## config.mk

```make
export PLATFORM = sky130hd
export DESIGN_NAME = ogn2d_ctrl
export DESIGN_NICKNAME = d
export VERILOG_FILES = /design/src/sv/assert_macros.svh /design/src/sv/ogn2d_pkg.sv /design/src/sv/ogn2d_ctrl.sv
export SDC_FILE = /design/constraint.sdc
export NUM_CORES = 1
export LEC_CHECK = 0
export BUFFER_PORTS_ARGS = -buffer_cell sky130_fd_sc_hd__buf_2
export CAP_MARGIN = 20
export CELL_PAD_IN_SITES_DETAIL_PLACEMENT = 0
export CELL_PAD_IN_SITES_GLOBAL_PLACEMENT = 2
export CORE_ASPECT_RATIO = 1.4
export CORE_MARGIN = 2
export CORE_UTILIZATION = 34
export CTS_CLUSTER_SIZE = 10
export DETAILED_ROUTE_END_ITERATION = 8
export PLACE_DENSITY = 0.78
export SKIP_LAST_GASP = 1
export SLEW_MARGIN = 10
export SYNTH_ARGS = -nofsm -noshare
export SYNTH_HDL_FRONTEND = slang
export SYNTH_SLANG_ARGS = --single-unit
```

## constraint.sdc

```tcl
create_clock -name i_clk -period 3 [get_ports i_clk]
set_input_delay 0.9 -clock i_clk [delete_from_list [all_inputs] [get_ports i_clk]]
set_output_delay 0.9 -clock i_clk [all_outputs]
set_load 0.03 [all_outputs]
```

## src/sv/assert_macros.svh

```systemverilog
// Assertion macros for the files that check their own logic.
// Depends on nothing; the using module must have i_clk and i_rst_n.
`ifndef ASSERT_MACROS_SVH
`define ASSERT_MACROS_SVH

// Checked on every rising edge outside reset.
`define OGN_ASSERT(lbl, prop) \
    lbl: assert property (@(posedge i_clk) disable iff (!i_rst_n) prop) \
        else $error("octave noise assertion failed");

// Checked on every rising edge, reset included.
`define OGN_ASSERT_ALWAYS(lbl, prop) \
    lbl: assert property (@(posedge i_clk) prop) \
        else $error("octave noise assertion failed");

`endif

```

## src/sv/ogn2d_pkg.sv

```systemverilog
// Shared constants, command types, micro-step table and gradient function
// of the octave gradient noise block. Depends on nothing.
package ogn2d_pkg;

    localparam int FRAC_BITS   = 16;
    localparam int ONE         = 1 << FRAC_BITS;
    localparam int TABLE_SIZE  = 256;
    localparam int MAX_OCTAVES = 8;
    localparam int QUO_W       = 17;
    localparam int STEP_W      = 4;

    localparam logic [3:0]  OCTAVES_RESET     = 4'd4;
    localparam logic [15:0] PERSISTENCE_RESET = 16'd32768;

    localparam logic CFG_OCTAVES     = 1'b0;
    localparam logic CFG_PERSISTENCE = 1'b1;

    localparam logic OP_LOAD = 1'b0;
    localparam logic OP_EVAL = 1'b1;

    localparam logic [2:0] RD_NONE = 3'd0;
    localparam logic [2:0] RD_XI   = 3'd1;
    localparam logic [2:0] RD_XI1  = 3'd2;
    localparam logic [2:0] RD_AA   = 3'd3;
    localparam logic [2:0] RD_AB   = 3'd4;
    localparam logic [2:0] RD_BA   = 3'd5;
    localparam logic [2:0] RD_BB   = 3'd6;

    localparam logic [3:0] MU_NONE = 4'd0;
    localparam logic [3:0] MU_TX2  = 4'd1;
    localparam logic [3:0] MU_INX  = 4'd2;
    localparam logic [3:0] MU_T3X  = 4'd3;
    localparam logic [3:0] MU_TY2  = 4'd4;
    localparam logic [3:0] MU_FDX  = 4'd5;
    localparam logic [3:0] MU_INY  = 4'd6;
    localparam logic [3:0] MU_T3Y  = 4'd7;
    localparam logic [3:0] MU_L1   = 4'd8;
    localparam logic [3:0] MU_L2   = 4'd9;
    localparam logic [3:0] MU_FDY  = 4'd10;
    localparam logic [3:0] MU_L3   = 4'd11;
    localparam logic [3:0] MU_ACC  = 4'd12;
    localparam logic [3:0] MU_AMP  = 4'd13;

    localparam logic [3:0] WB_NONE = 4'd0;
    localparam logic [3:0] WB_T2X  = 4'd1;
    localparam logic [3:0] WB_INX  = 4'd2;
    localparam logic [3:0] WB_T3X  = 4'd3;
    localparam logic [3:0] WB_T2Y  = 4'd4;
    localparam logic [3:0] WB_U    = 4'd5;
    localparam logic [3:0] WB_INY  = 4'd6;
    localparam logic [3:0] WB_T3Y  = 4'd7;
    localparam logic [3:0] WB_R1   = 4'd8;
    localparam logic [3:0] WB_R2   = 4'd9;
    localparam logic [3:0] WB_V    = 4'd10;
    localparam logic [3:0] WB_N    = 4'd11;
    localparam logic [3:0] WB_ACC  = 4'd12;
    localparam logic [3:0] WB_AMP  = 4'd13;

    typedef struct packed {
        logic [2:0] rd;
        logic [3:0] mul;
        logic [3:0] wb;
    } t_step;

    typedef struct packed {
        logic  start;
        logic  load;
        t_step step;
        logic  div_init;
        logic  div_step;
        logic  out_load;
    } t_ctl;

    // One octave takes sixteen steps through the shared multiplier and table port.
    function automatic t_step step_cmd(input logic [STEP_W-1:0] s);
        t_step c;
        c = '{rd: RD_NONE, mul: MU_NONE, wb: WB_NONE};
        case (s)
            4'd0:  c = '{rd: RD_XI,   mul: MU_TX2,  wb: WB_NONE};
            4'd1:  c = '{rd: RD_XI1,  mul: MU_INX,  wb: WB_T2X};
            4'd2:  c = '{rd: RD_AA,   mul: MU_T3X,  wb: WB_INX};
            4'd3:  c = '{rd: RD_AB,   mul: MU_TY2,  wb: WB_T3X};
            4'd4:  c = '{rd: RD_BA,   mul: MU_FDX,  wb: WB_T2Y};
            4'd5:  c = '{rd: RD_BB,   mul: MU_INY,  wb: WB_U};
            4'd6:  c = '{rd: RD_NONE, mul: MU_T3Y,  wb: WB_INY};
            4'd7:  c = '{rd: RD_NONE, mul: MU_L1,   wb: WB_T3Y};
            4'd8:  c = '{rd: RD_NONE, mul: MU_L2,   wb: WB_R1};
            4'd9:  c = '{rd: RD_NONE, mul: MU_FDY,  wb: WB_R2};
            4'd10: c = '{rd: RD_NONE, mul: MU_NONE, wb: WB_V};
            4'd11: c = '{rd: RD_NONE, mul: MU_L3,   wb: WB_NONE};
            4'd12: c = '{rd: RD_NONE, mul: MU_NONE, wb: WB_N};
            4'd13: c = '{rd: RD_NONE, mul: MU_ACC,  wb: WB_NONE};
            4'd14: c = '{rd: RD_NONE, mul: MU_AMP,  wb: WB_ACC};
            4'd15: c = '{rd: RD_NONE, mul: MU_NONE, wb: WB_AMP};
            default: c = '{rd: RD_NONE, mul: MU_NONE, wb: WB_NONE};
        endcase
        return c;
    endfunction

    function automatic logic signed [19:0] grad(input logic [1:0] h,
                                                input logic signed [17:0] gx,
                                                input logic signed [17:0] gy);
        logic signed [19:0] a;
        logic signed [19:0] b;
        a = h[1] ? 20'(gy) : 20'(gx);
        b = h[1] ? 20'(gx) : 20'(gy);
        if (h[0]) begin
            a = -a;
        end
        if (h[1]) begin
            b = -b;
        end
        return a + b;
    endfunction

endpackage

```

## src/sv/ogn2d_ctrl.sv

```systemverilog
// Sequencer of the octave gradient noise block: handshakes, octave and step
// counters, divider counter. Depends on ogn2d_pkg.
module ogn2d_ctrl #(
    parameter int MAX_OCTAVES = ogn2d_pkg::MAX_OCTAVES
) (
    input  logic               i_clk,
    input  logic               i_rst_n,
    input  logic               i_in_valid,
    input  logic               i_opcode,
    input  logic [3:0]         i_octave_count,
    input  logic               i_out_stall,
    output logic               o_in_stall,
    output logic               o_out_valid,
    output ogn2d_pkg::t_ctl    o_ctl
);

    localparam int OCT_W = (MAX_OCTAVES > 1) ? $clog2(MAX_OCTAVES) : 1;

    localparam logic [1:0] ST_IDLE = 2'd0;
    localparam logic [1:0] ST_OCT  = 2'd1;
    localparam logic [1:0] ST_DIV  = 2'd2;
    localparam logic [1:0] ST_DONE = 2'd3;

    logic [1:0]                     r_state, n_state;
    logic [ogn2d_pkg::STEP_W-1:0]   r_step, n_step;
    logic [OCT_W-1:0]               r_oct, n_oct;
    logic [OCT_W-1:0]               r_last, n_last;
    logic [4:0]                     r_cnt, n_cnt;
    logic                           r_out_valid, n_out_valid;
    logic [3:0]                     count_c;
    logic                           accept;
    logic                           out_free;

    assign accept   = i_in_valid && (r_state == ST_IDLE);
    assign out_free = !r_out_valid || !i_out_stall;

    always_comb begin
        if (i_octave_count == 4'd0) begin
            count_c = 4'd1;
        end else if (i_octave_count > 4'(MAX_OCTAVES)) begin
            count_c = 4'(MAX_OCTAVES);
        end else begin
            count_c = i_octave_count;
        end
    end

    always_comb begin
        n_state = r_state;
        n_step  = r_step;
        n_oct   = r_oct;
        n_last  = r_last;
        n_cnt   = r_cnt;
        o_ctl   = '0;
        case (r_state)
            ST_IDLE: begin
                o_ctl.start = accept && (i_opcode == ogn2d_pkg::OP_EVAL);
                o_ctl.load  = accept && (i_opcode == ogn2d_pkg::OP_LOAD);
                if (accept && (i_opcode == ogn2d_pkg::OP_EVAL)) begin
                    n_state = ST_OCT;
                    n_step  = '0;
                    n_oct   = '0;
                    n_last  = OCT_W'(count_c - 4'd1);
                end
            end
            ST_OCT: begin
                o_ctl.step = ogn2d_pkg::step_cmd(r_step);
                n_step     = r_step + 1'b1;
                if (r_step == '1) begin
                    n_oct = r_oct + 1'b1;
                    if (r_oct == r_last) begin
                        n_state = ST_DIV;
                        n_cnt   = '0;
                    end
                end
            end
            ST_DIV: begin
                o_ctl.div_init = (r_cnt == 5'd0);
                o_ctl.div_step = (r_cnt != 5'd0);
                n_cnt          = r_cnt + 5'd1;
                if (r_cnt == 5'(ogn2d_pkg::QUO_W)) begin
                    n_state = ST_DONE;
                end
            end
            ST_DONE: begin
                o_ctl.out_load = out_free;
                if (out_free) begin
                    n_state = ST_IDLE;
                end
            end
            default: begin
                n_state = ST_IDLE;
            end
        endcase
    end

    always_comb begin
        if (o_ctl.out_load) begin
            n_out_valid = 1'b1;
        end else if (!i_out_stall) begin
            n_out_valid = 1'b0;
        end else begin
            n_out_valid = r_out_valid;
        end
    end

    always_ff @(posedge i_clk) begin
        if (!i_rst_n) begin
            r_state     <= ST_IDLE;
            r_step      <= '0;
            r_oct       <= '0;
            r_last      <= '0;
            r_cnt       <= '0;
            r_out_valid <= 1'b0;
        end else begin
            r_state     <= n_state;
            r_step      <= n_step;
            r_oct       <= n_oct;
            r_last      <= n_last;
            r_cnt       <= n_cnt;
            r_out_valid <= n_out_valid;
        end
    end

    assign o_in_stall  = (r_state != ST_IDLE);
    assign o_out_valid = r_out_valid;

endmodule

```

; ---- After elaboration in Yosys (flattened, before gate mapping)
; Memory sizes are Yosys's and may differ from the RTL's. A register that Yosys moved wholly into a read port is not among the register bits.
; Index checks and enable logic that the tools add are counted.
[word_totals]
n_memories = 1
register_bits = 18
ram_bits = 0
elab_cells = 67
input_bits = 9
mem_bits_ro = 176
latchBits = 0
[classes]
n_eq_ne = 12
mul = 0
magnitude_cmp = 1
div = 0
n_shift = 0
bitwise = 1
mux = 24
reduce_logical = 18
add_sub_neg = 4
[memory_table]
columns = memory, depth, width, read_ports, rd_clocked_by_memory_dff, wr, line_no
row1 = (name not given), 16, 11, 1, 1, 0, ogn2d_pkg.sv:78  ; case (s)
[op_table]
columns = op, count
row1 = $mux W2, 7
row2 = $mux W3, 4
row3 = $mux W4, 3
row4 = $mux W11, 1
row5 = $mux W5, 2
row6 = $pmux W5 S2, 1
row7 = $ne A2 B2 Y1 const B, 4
row8 = $pmux W2 S4, 1
row9 = $pmux W4 S2, 1
row10 = $pmux W3 S2, 1
row11 = $reduce_and A3 Y1, 2
row12 = $reduce_bool A2 Y1, 3
row13 = $add A5 B1 Y5 const B, 1
row14 = $eq A5 B5 Y1 const B, 1
row15 = $logic_not A5 Y1, 1
row16 = $reduce_and A5 Y1, 1
row17 = $reduce_bool A5 Y1, 1
row18 = $add A4 B1 Y4 const B, 1
row19 = $eq A2 B2 Y1 const B, 2
row20 = $eq A4 B4 Y1 const B, 1
row21 = $gt A4 B4 Y1 const B, 1
row22 = $logic_not A4 Y1, 1
row23 = $ne A2 B1 Y1 const B, 2
row24 = $reduce_and A2 Y1, 2
row25 = other kinds (10), 15

; ---- Longest topological paths before layout
; Gate-level depths: netlist of the first run.
[logic_depth]
depth_word = 7
depth_mapped = 11

; ---- Least setup slack after synthesis of the first run
; Ideal clock, no wire load.
[synth_path]
path_type = input to register
from = input port i_opcode
to = register with a tool-made name
t_arrival_ns = 2.664
stages = 8
path_slack_ns = 0.219
path_cell_list = and3_2 -> buf_4 -> a21oi_2 -> a32oi_1 -> nor2_1 -> ha_1 -> mux2_2 -> a22o_1
[synth_rtl]
columns = element, line_no
row1 = "start, declared", ogn2d_ctrl.sv:9  ; input logic i_opcode,

==> summary by stage, run 1 <==
Die
The die outline width is between 60 and 70 um. The area of the die is between 5000 and 6000 um2. The number of top-level pins is 27.

The initial standard-cell utilization of the core is approximately a third. The number of cell rows is 31. In this run the standard cell core region covers between 5000 and 6000 um2. From bottom edge to top edge, the die measures about 90 um.

STA
Setup repair after global routing left no endpoint under its margin. The clock tree skew after final layout is between 0.005 and 0.006 ns. The number of max-slew violations in the final report is 0. Timing would allow up to approximately 0.38 GHz. The final count of hold timing violations was 0. The total negative setup slack is 0 ns. The period utilization is between 80% and 90%. The slew of the pin with the lowest slew margin is approximately 0.73 ns. The final count of negative-setup-slack endpoints is 0.

In this run the tightest slew margin relative to its limit is between 50% and 60%. The minimum clock period after layout is roughly 2.6 ns.

Yosys
The fraction of the mapped netlist area in adder cells is roughly 13%. By area the synthesized netlist is led by dfxtp_1, ha_1, and2_1. Counting flops with a built-in enable in the synthesized netlist gives 0. The combined area of all synthesized cells is roughly 1800 um2. The sequential share of the synthesized area is between 30% and 40%. When the netlist entered floorplanning its net count stood at 229. The share of flip-flops with an asynchronous set or reset after synthesis is 0%. A synthesized cell averages between 8 and 9 um2.

The synthesized netlist devotes 18.0% of its cell area to compound gates. The count of state elements after synthesis is 29. Summing the areas of all and, or, nand and nor instances in the mapped netlist gives between 20% and 30% of the synthesized area. After synthesis, the largest family of logic cells by area is simple AND/OR/NAND/NOR gates. After Yosys synthesis, XOR and XNOR cells account for 2.94% of the synthesized area. The number of different library cells used by synthesis comes to 51.

Summed over all instances, the cell type with the most area after synthesis is dfxtp_1. For this run, the leading register cell type out of synthesis is dfxtp_1. The portion of synthesized area spent on multiplexers is 6.02%.

The number of instances in the synthesized netlist is between 200 and 250. After synthesis, the largest area contributor takes up approximately a third of total cell area. The number of warnings printed during yosys synthesis is 0.

Clock network
The clock passes through at most 2 buffers. The count of instances resized after the clock tree is built is 0. The number of buffers created by CTS is 5. The clock-pin slew of the registers on the worst-case setup and hold paths is 0.07 ns. The latest clock arrival within the worst-skew pair is between 0.2 and 0.3 ns.

After clock tree synthesis, the setup repair step added 0 buffers. TritonCTS built the clock tree. The count of H-tree levels built during CTS is 2. The number of hold buffers added after cts is 0. The clock net in this run drives a total of 29 sinks.

The buffer type at the clock tree root is clkbuf_8.

Critical path
In this design, the stage delay of the slowest critical-path cell is ~0.36 ns. The most numerous cell on the critical path is ha_1. In this run the critical register-to-register path is launched from r_state[0]. In this run the worst setup path begins at r_state[0]. The combined buffer and inverter count along the critical path is 1.

On the critical path, the stage with the largest delay is an instance of dfxtp_1. The cell family contributing the most delay on the critical path is adder cells. The maximum fanout encountered on the critical timing path is 6. Walking the worst path, the cells encountered are inv_1 > ha_1 > and3_2 > a21oi_2 > a32oi_1 > nor2_1 > ha_1 > mux2_2 > a22o_1. The critical path arrival is 2.82 ns. The kind of launch point of the worst setup path is a flop. The nature of the critical path endpoint is a flop. The type of the setup path with the least slack is flop to flop. The data required time at the worst endpoint is ~3.2 ns.

Place
At the end of routability-driven placement, the weighted congestion stood at approximately 0.80. Input and output buffers added on the ports amount to 26. The wire-length estimate of the detail-placed layout is approximately 3.1 mm.

Power and ir drop
For this design the total switching power over the nets is a little under 600 uW. The design internal power is 814 uW. In this run, the clock network consumes between 20 and 25% of the power. The maximum ir drop on the vdd rail is 0.289 mV.

In this run the power density over the cells is 661 nW/um2. The static leakage is between 0.0009 and 0.001 uW. Of the total power, combinational logic draws about 44%. The switching portion of total power is a little over two fifths. The part of the power in registers is roughly 33%.

Outcome
The run finished with clean final reports.

Cells and area
The proportion of layout cells with a drive suffix above 1 is around a quarter. Compared with the post-synthesis result, the final layout area differs by 18.1%. The multi-input logic area is 1100 um2. The most common library cell in the layout ignoring fill and taps is dfxtp_1. Measured on the finished design, the core utilization comes to 41.3%. The repair_antennas step left the layout with diodes totalling 0. The number of nets at the end of the flow is 263. The flip-flop and latch area is around 580 um2. Leaving out fill and tap cells, the most frequent cells in the layout are dfxtp_1, buf_2, nand2_1.

After filler insertion, the fill cell instance count of the layout stands at ~560.

Hold path
The startpoint identified for the worst hold timing path is r_cnt[4]. The class of the tightest hold or removal check is flop to flop.

GRT
The global-route met1 utilization is between 10% and 20%. The via count of the first global-routing pass was 1456. Entering global routing, the biggest net connects 14 pins. For this run the aggregate overflow at the end of global routing stands at 0. met2 is the most crowded layer. The met3 track utilization from global routing is between 3 and 4%.

Global routing used 14.7% of the available tracks. The number of antenna violations at the first check in global routing was 0. The first global-routing pass estimated ~6.7 mm of wire.

In the global route stage, met2 resource usage came out at 25.7%.

Drt
Summing over every cut layer, the via total after detailed routing is 1480. The first TritonRoute pass finished after 4 iterations. For this run, design rule violations remaining after detail routing come to 0. The average detailed-routed wire length per instance is ~13 um. The total wirelength of the detailed-routed design is 3.93 mm. The violation count after the first detailed-route iteration is 47. After detailed routing, the number of vias per cell comes to between 4 and 5. The number of routed nets with antenna violations is 0.

Run
The tool flagged a number of max-cap violations equal to 0.
-- layout make-up --
| cell class | instances | share of cell area (%) |
|---|---|---|
| Clock inverter | 3 | 0.829 |
| Timing Repair Buffer | 37 | 10.1 |
| Inverter | 13 | 2.31 |
| Multi-Input combinational cell | 150 | 52.1 |
| Sequential cell | 29 | 27.5 |
| Clock buffer | 5 | 3.26 |
| Tap cell | 66 | 3.91 |
-- tightest hold or removal path, cell delays in order, from the launching register on --
cell,delay (ns)
dfxtp_1,0.33
nand2_1,0.06
o2bb2ai_1,0.05
-- power groups by stage --
stage / Clock (uW) / Sequential, uW / Combinational, uW
4_1_cts: 325 / 464 / 625
5_1_grt: 351 / 470 / 689
3_5_place_dp: 0 / 473 / 621
2_1_floorplan: 0 / 467 / 439
6_report: 317 / 463 / 615
3_3_place_gp: 0 / 473 / 626
-- routing by layer --
metal	vias up	wire length [um]
met1	686	1670
li1	770	-
met2	19	2060
met3	5	110
met4	0	85
met5	-	0
-- metrics by stage --
stage	area (um2)	cells	hold WS (ns)	setup slack (ns)	total power (uW)
2_1_floorplan	1790	202	0.456	0.219	906
3_3_place_gp	2030	295	0.488	0.178	1100
3_5_place_dp	2030	295	0.485	0.113	1090
4_1_cts	2110	303	0.494	0.350	1410
5_1_grt	2110	303	0.519	0.103	1510
6_report	2110	303	0.489	0.359	1400
-- worst paths after layout --
path,slack [ns],to,cells past startpoint
max,0.36,flop,9
max reg2reg,0.36,flop,9
min reg2reg,0.49,r_cnt[4],2
min,0.49,r_cnt[4],2
-- cell usage after synthesis (all sizes together), types with 3 or more instances --
cell,n
a21oi,8
ha,18
nor2b,4
a211oi,5
mux2i,7
dfxtp,29
nand3,10
mux2,3
and2,12
and3,3
xor2,4
nor3,5
buf,5
clkbuf,5
nand2b,3
o21ai,5
a21boi,5
nand2,19
nor2,12
inv,13
-- kinds of logic after synthesis --
family | count (synthesis)
compound gates | 41
xor+xnor | 6
fa+ha+maj | 18
buf+inv | 23
flops | 29
mux | 10
simple gates | 75
No activity file was read; power rests on OpenSTA's default activity.
==> inputs of run 2 (changes only) <==
Settings changed: PLACE_DENSITY 0.78 to 0.85, SETUP_SLACK_MARGIN from default to 0.1.
==> run 2 against run 1 <==
Power rose by 2.1%. Clock skew rose by 0.0017 ns. Largest power group unchanged. Via count fell by 0.54%. Sequential power barely moved. Count of clock-buffer cells in the layout rose by 2. Register-to-register slack barely moved. Sequential share of layout area did not move. Clock power rose by 12%. Largest cell class unchanged. First-iteration DRC count rose by 45%. Maximum frequency fell by 0.14%.
==> summary by stage, run 2 (same netlist as run 1, synthesis figures left out) <==
Outcome
The run finished with clean final reports.

Critical path
The combined buffer and inverter count along the critical path is 1 (unchanged). The highest-delay cell along the critical path is dfxtp_1. The critical path arrival is 2.82 ns (about the same).

The startpoint of the worst setup timing path is r_state[0]. The launching point of the worst reg2reg path is r_state[0]. The kind of launch point of the worst setup path is a flop. The most numerous cell on the critical path is ha_1. The longest individual stage delay on the worst path is 0.36 ns (about the same).

Walking the worst path, the cells encountered are inv_1 > ha_1 > and3_2 > a21oi_2 > a32oi_1 > nor2_1 > ha_1 > mux2_2 > a22o_1. The type of the setup path with the least slack is flop to flop. The gate family responsible for the most delay along the worst path is adder cells. The data required time at the worst endpoint is 3.18 ns (about the same). The maximum fanout encountered on the critical timing path is 6 (unchanged). The nature of the critical path endpoint is a flop.

Power and ir drop
The power share of the clock group is 25.0% (+2.3 points). The switching component of the power came to 571 uW (-1.7%). The part of the power in registers is 32.6% (-0.6 points).

The maximum ir drop on the vdd rail is 0.301 mV (+4.2%). The switching portion of total power is 40.1% (-1.6 points). The design internal power came to 854 uW (+4.9%).

The power per cell area was 675 nW/um2 (+2.1%). The logic gate share of total power is 42.4% (-1.7 points). The post-route total power is 1420 uW (+2.1%). The static leakage is 0.000952 uW (about the same).

Clock network
The number of sinks handled by clock tree synthesis is 29 (unchanged). TritonCTS built the clock tree. The count of instances resized after the clock tree is built was 0 (unchanged).

The number of hold buffers added after cts came to 0 (unchanged). The maximum number of buffers from clock root to sink is 2 (unchanged). The buffer type at the clock tree root is clkbuf_8. The clock-pin slew of the registers on the worst-case setup and hold paths is 0.07 ns (about the same).

The latest clock arrival within the worst-skew pair is 0.28 ns (about the same). The count of H-tree levels built during CTS is 2 (unchanged). The number of setup buffers added after CTS is 0 (unchanged).

The number of buffers created by CTS is 5 (unchanged).

GRT
The residual overflow from global routing is 0 (unchanged). The first-pass GRT wire length was 6.69 mm (-0.30%). The largest net degree at the start of global routing is 12 (-2). The number of antenna violations at the first check in global routing came to 0 (unchanged). The overall global routing resource usage is 14.6% (-0.15 points). The via count of the first global-routing pass is 1497 (+2.8%).

Drt
The number of detailed-routing iterations run before antenna repair is 4 (unchanged). The number of routed nets with antenna violations is 0 (unchanged). The number of vias after detailed routing is 1472 (-0.54%). The number of vias per cell is 4.89 (+0.12%). The violation count after the first detailed-route iteration was 68 (+45%).

The total wirelength of the detailed-routed design came to 3.83 mm (-2.4%). The average detailed-routed wire length per instance is 12.7 um (-1.7%). The post-route DRC violation count is 0 (unchanged).

Place
The half-perimeter wire length after placement is 2.99 mm (-2.1%). The count of placed standard cells including taps came to 293 (-0.68%). The global placer's final weighted congestion is 0.777 (-2.3%). The count of input and output buffers is 26 (unchanged).

Cells and area
The proportion of layout cells with a drive suffix above 1 came to 24.3% (-0.64 points). The most common library cell in the layout ignoring fill and taps is dfxtp_1. The number of antenna repair diodes is 0 (unchanged). The library cells used most frequently in the layout, excluding fill and tap cells, are dfxtp_1, buf_2, nand2_1. The area added between synthesis and finish is 18.1% (unchanged). The non-filler instance count after layout is 301 (-0.66%). The number of nets at the end of the flow is 261 (-0.76%).

STA
Setup repair after global routing left no endpoint under its margin. The worst slew margin relative to its limit is 49.6% (-1.4 points). The total negative setup slack is 0 ns (unchanged). The final count of hold timing violations is 0 (unchanged).

The slew of the pin with the lowest slew margin was 0.749 ns (+0.0207 ns). The worst hold margin was 0.491 ns (+0.00171 ns). The minimum clock period after layout is 2.64 ns (+0.00375 ns). The final count of negative-setup-slack endpoints is 0 (unchanged). The maximum clock rate was 0.378 GHz (-0.14%). The number of max-slew violations in the final report came to 0 (unchanged).

The clock tree skew after final layout came to 0.00753 ns (+0.00168 ns). The period utilization is 88.2% (+0.13 points).

Hold path
The tightest min-delay check is of the flop to flop type. The worst hold path startpoint is r_cnt[4].

Die
The placeable core region is 5120 um2 (unchanged). The number of cell rows was 31 (unchanged). The initial standard-cell utilization of the core is 34.9% (unchanged). The die outline width is 65.3 um (unchanged). The number of top-level pins is 27 (unchanged). The die extent in y came to 89.8 um (unchanged). The area of the die is 5860 um2 (unchanged).

Run
The number of maximum-capacitance constraint violations is 0 (unchanged).
## run 2: cell count changes in the layout (fill, tap and decap cells not counted), sizes merged
cell	previous run	this run
buf	37	35
clkbuf	5	7
clkinv	2	1
clkinvlp	1	0
## run 2: final timing paths
| kind | cells past startpoint | slack (ns) | to |
|---|---|---|---|
| worst max-delay path | 9 | 0.36 | flop |
| worst min-delay path | 2 | 0.49 | r_cnt[4] |
| worst max register to register | 9 | 0.36 | flop |
| worst min register to register | 2 | 0.49 | r_cnt[4] |
## run 2: through the flow
step                worst slack [ns]  instance area (um2)  utilization [%]
floorplan                      0.219                 1790                -
global placement               0.170                 2010             39.3
detailed placement             0.108                 2010             39.3
CTS                            0.328                 2110             41.3
global route                   0.152                 2110             41.3
finish                         0.355                 2110             41.3
## run 2: metal layers
layer	up-vias	global-route usage (%)	part of all wire, %
met5	-	0	0
met1	667	16.3	44
met4	0	9.03	3.7
li1	764	-	-
met3	12	2.25	3.2
met2	29	25.0	49
## run 2: worst min-delay path: cells and delay by family (launching register included)
family | cells | cell delay, ns
AO/OA/AOI/OAI | 1 | 0.05
AND/OR/NAND/NOR | 1 | 0.06
flip-flops | 1 | 0.34
## run 2: final cells by class
class	instances	area (um2)
Clock buffer	7	96.3
Multi-Input combinational cell	150	1100
Fill cell	538	3010
Clock inverter	1	5.00
Timing Repair Buffer	35	198
Inverter	13	48.8
Sequential cell	29	581
Tap cell	66	82.6
## run 2: power by group through the flow
stage               combinational [uW]  clock, uW  sequential [uW]
floorplan                          439          0              467
global placement                   611          0              473
detailed placement                 609          0              474
CTS                                613        369              466
global route                       666        387              471
finish                             604        356              465
==> inputs of run 3 (changes only) <==
Settings changed: CORE_UTILIZATION 34 to 36, CTS_BUF_LIST from default to sky130_fd_sc_hd__clkbuf_4, PLACE_DENSITY 0.85 to 0.89.
==> run 3 against run 2 <==
Clock skew is 0.012 ns higher. Worst setup slack worse by 0.062 ns. First-iteration DRC count is 32% higher. Cell area is 2.9% lower. Global-route usage is 0.48 points higher. Routed wire length is 1.7% lower. Count of clock-buffer cells in the layout is 2 lower. Flip-flop and latch count stayed put. Cell count is 1.0% lower. Maximum frequency is 2.3% lower. Die area is 5.3% lower.
==> summary by stage, run 3 (same netlist as run 1, synthesis figures left out) <==
Outcome
The run finished with clean final reports.

STA
The worst slew margin relative to its limit is 49.4% (-0.22 points). The final count of negative-setup-slack endpoints is 0 (unchanged). The number of max-slew violations in the final report was 0 (unchanged). The maximum clock rate is 0.369 GHz (-2.3%). The clock tree skew after final layout is 0.0193 ns (+0.0117 ns).

The total negative setup slack came to 0 ns (unchanged). The final count of hold timing violations is 0 (unchanged). The period utilization is 90.2% (+2.1 points). The slew of the pin with the lowest slew margin is 0.752 ns (+0.00323 ns).

The minimum clock period after layout is 2.71 ns (+0.0621 ns). Setup repair after global routing left no endpoint under its margin.

Clock network
TritonCTS built the clock tree. The number of buffers created by CTS is 5 (unchanged). The maximum number of buffers from clock root to sink came to 2 (unchanged). The clock-pin slew of the registers on the worst-case setup and hold paths was 0.10 ns (+0.03 ns).

The number of sinks handled by clock tree synthesis was 29 (unchanged). The count of H-tree levels built during CTS is 2 (unchanged). The number of setup buffers added after CTS is 0 (unchanged). The buffer type at the clock tree root is clkbuf_4.

The count of instances resized after the clock tree is built is 0 (unchanged). The number of hold buffers added after cts is 0 (unchanged). The latest clock arrival within the worst-skew pair is 0.33 ns (+0.05 ns).

Die
The number of cell rows came to 30 (-3.2%). The area of the die is 5550 um2 (-5.3%). The placeable core region is 4800 um2 (-6.2%). The number of top-level pins is 27 (unchanged). The die extent in y is 87.4 um (-2.7%). The die outline width is 63.6 um (-2.6%).

The initial standard-cell utilization of the core is 37.2% (+2.3 points).

GRT
The first-pass GRT wire length was 6.55 mm (-2.2%). The via count of the first global-routing pass was 1445 (-3.5%). The largest net degree at the start of global routing was 17 (+5).

The residual overflow from global routing is 0 (unchanged). The overall global routing resource usage is 15.1% (+0.48 points). The number of antenna violations at the first check in global routing is 0 (unchanged).

Drt
The post-route DRC violation count is 0 (unchanged). The number of detailed-routing iterations run before antenna repair came to 4 (unchanged). The violation count after the first detailed-route iteration came to 90 (+32%). The total wirelength of the detailed-routed design is 3.77 mm (-1.7%). The average detailed-routed wire length per instance is 12.7 um (-0.68%). The number of vias per cell is 4.92 (+0.66%). The number of routed nets with antenna violations is 0 (unchanged). The number of vias after detailed routing is 1467 (-0.34%).

Critical path
The maximum fanout encountered on the critical timing path was 6 (unchanged). The worst register-to-register path begins at r_state[0]. The critical path arrival is 2.94 ns (+0.12 ns). Tracing the worst setup path back leads to its startpoint at r_state[0]. The worst setup path is captured at a flop. The data required time at the worst endpoint is 3.23 ns (+0.05 ns). The kind of launch point of the worst setup path is a flop. By startpoint and endpoint, the worst setup path is classified as flop to flop.

Power and ir drop
The part of the power in registers is 36.2% (+3.6 points). The power share of the clock group is 17.6% (-7.4 points). The logic gate share of total power came to 46.2% (+3.8 points). The switching component of the power was 559 uW (-2.1%). The switching portion of total power came to 43.6% (+3.5 points). The design internal power is 724 uW (-15%). The maximum ir drop on the vdd rail is 0.242 mV (-19%).

The static leakage is 0.000923 uW (-3.1%). The power per cell area is 626 nW/um2 (-7.3%).

Cells and area
The multi-input logic area is 1100 um2 (unchanged). The number of antenna repair diodes was 0 (unchanged). The number of nets at the end of the flow is 260 (-0.38%). The filler cell count in the final layout was 532 (-1.1%). The flip-flop and latch area is 581 um2 (unchanged). The proportion of layout cells with a drive suffix above 1 is 23.1% (-1.2 points). In the layout the commonest cells are dfxtp_1, buf_2, nand2_1. The most common library cell in the layout ignoring fill and taps is dfxtp_1. From synthesis to final layout, the design area changed by 14.7%. The end-of-flow core utilization is 42.7% (+1.4 points).

Hold path
In this run the most critical hold path is launched from r_cnt[1]. The worst hold path belongs to the class flop to flop.

Run
The number of maximum-capacitance constraint violations is 0 (unchanged).

Place
The half-perimeter wire length after placement is 2.89 mm (-3.5%). The count of input and output buffers is 26 (unchanged). The global placer's final weighted congestion is 0.810 (+4.2%).
## run 3: cell type report
cell class / instances / area share (%)
well taps: 64 / 3.90
inverters: 13 / 2.38
flip-flops and latches: 29 / 28.3
repair buffers: 34 / 9.27
multi-input cells: 150 / 53.7
clock inverters: 3 / 0.610
clock buffers: 5 / 1.83
## run 3: per-layer routing
layer  wire length, um  up-vias  part of all wire [%]  track usage [%]
li1                  -      765                     -                -
met1              1670      671                    44             16.7
met2              1930       24                    51             27.2
met3               113        7                   3.0             3.23
met4                54        0                   1.4             7.11
met5                 0        -                     0                0
## run 3: power by group through the flow
stage	clock network, uW	logic [uW]	registers (uW)
2_1_floorplan	0	439	467
3_3_place_gp	0	596	473
3_5_place_dp	0	596	473
4_1_cts	236	599	464
5_1_grt	253	662	470
6_report	226	593	464
## run 3: critical path: stages, from the launching register on
cell and delay [ns]:
dfxtp_1 0.38, inv_1 0.10, ha_1 0.29, and3_2 0.25
a21oi_2 0.26, a32oi_1 0.19, nor2_1 0.30, inv_1 0.15
ha_1 0.23, mux2_2 0.26, a22o_1 0.19
## run 3: worst paths after layout
path,to,slack (ns),cells past startpoint
min reg2reg,r_cnt[1],0.50,2
min,r_cnt[1],0.50,2
max reg2reg,flop,0.29,10
max,flop,0.29,10
## run 3: through the flow
step	setup slack, ns	hold WS [ns]	total power, uW	instance area (um2)	cells
2_1_floorplan	0.219	0.456	906	1790	202
3_3_place_gp	0.159	0.480	1070	2000	290
3_5_place_dp	0.0798	0.485	1070	2000	290
4_1_cts	0.251	0.500	1300	2050	298
5_1_grt	0.107	0.533	1380	2050	298
6_report	0.293	0.498	1280	2050	298
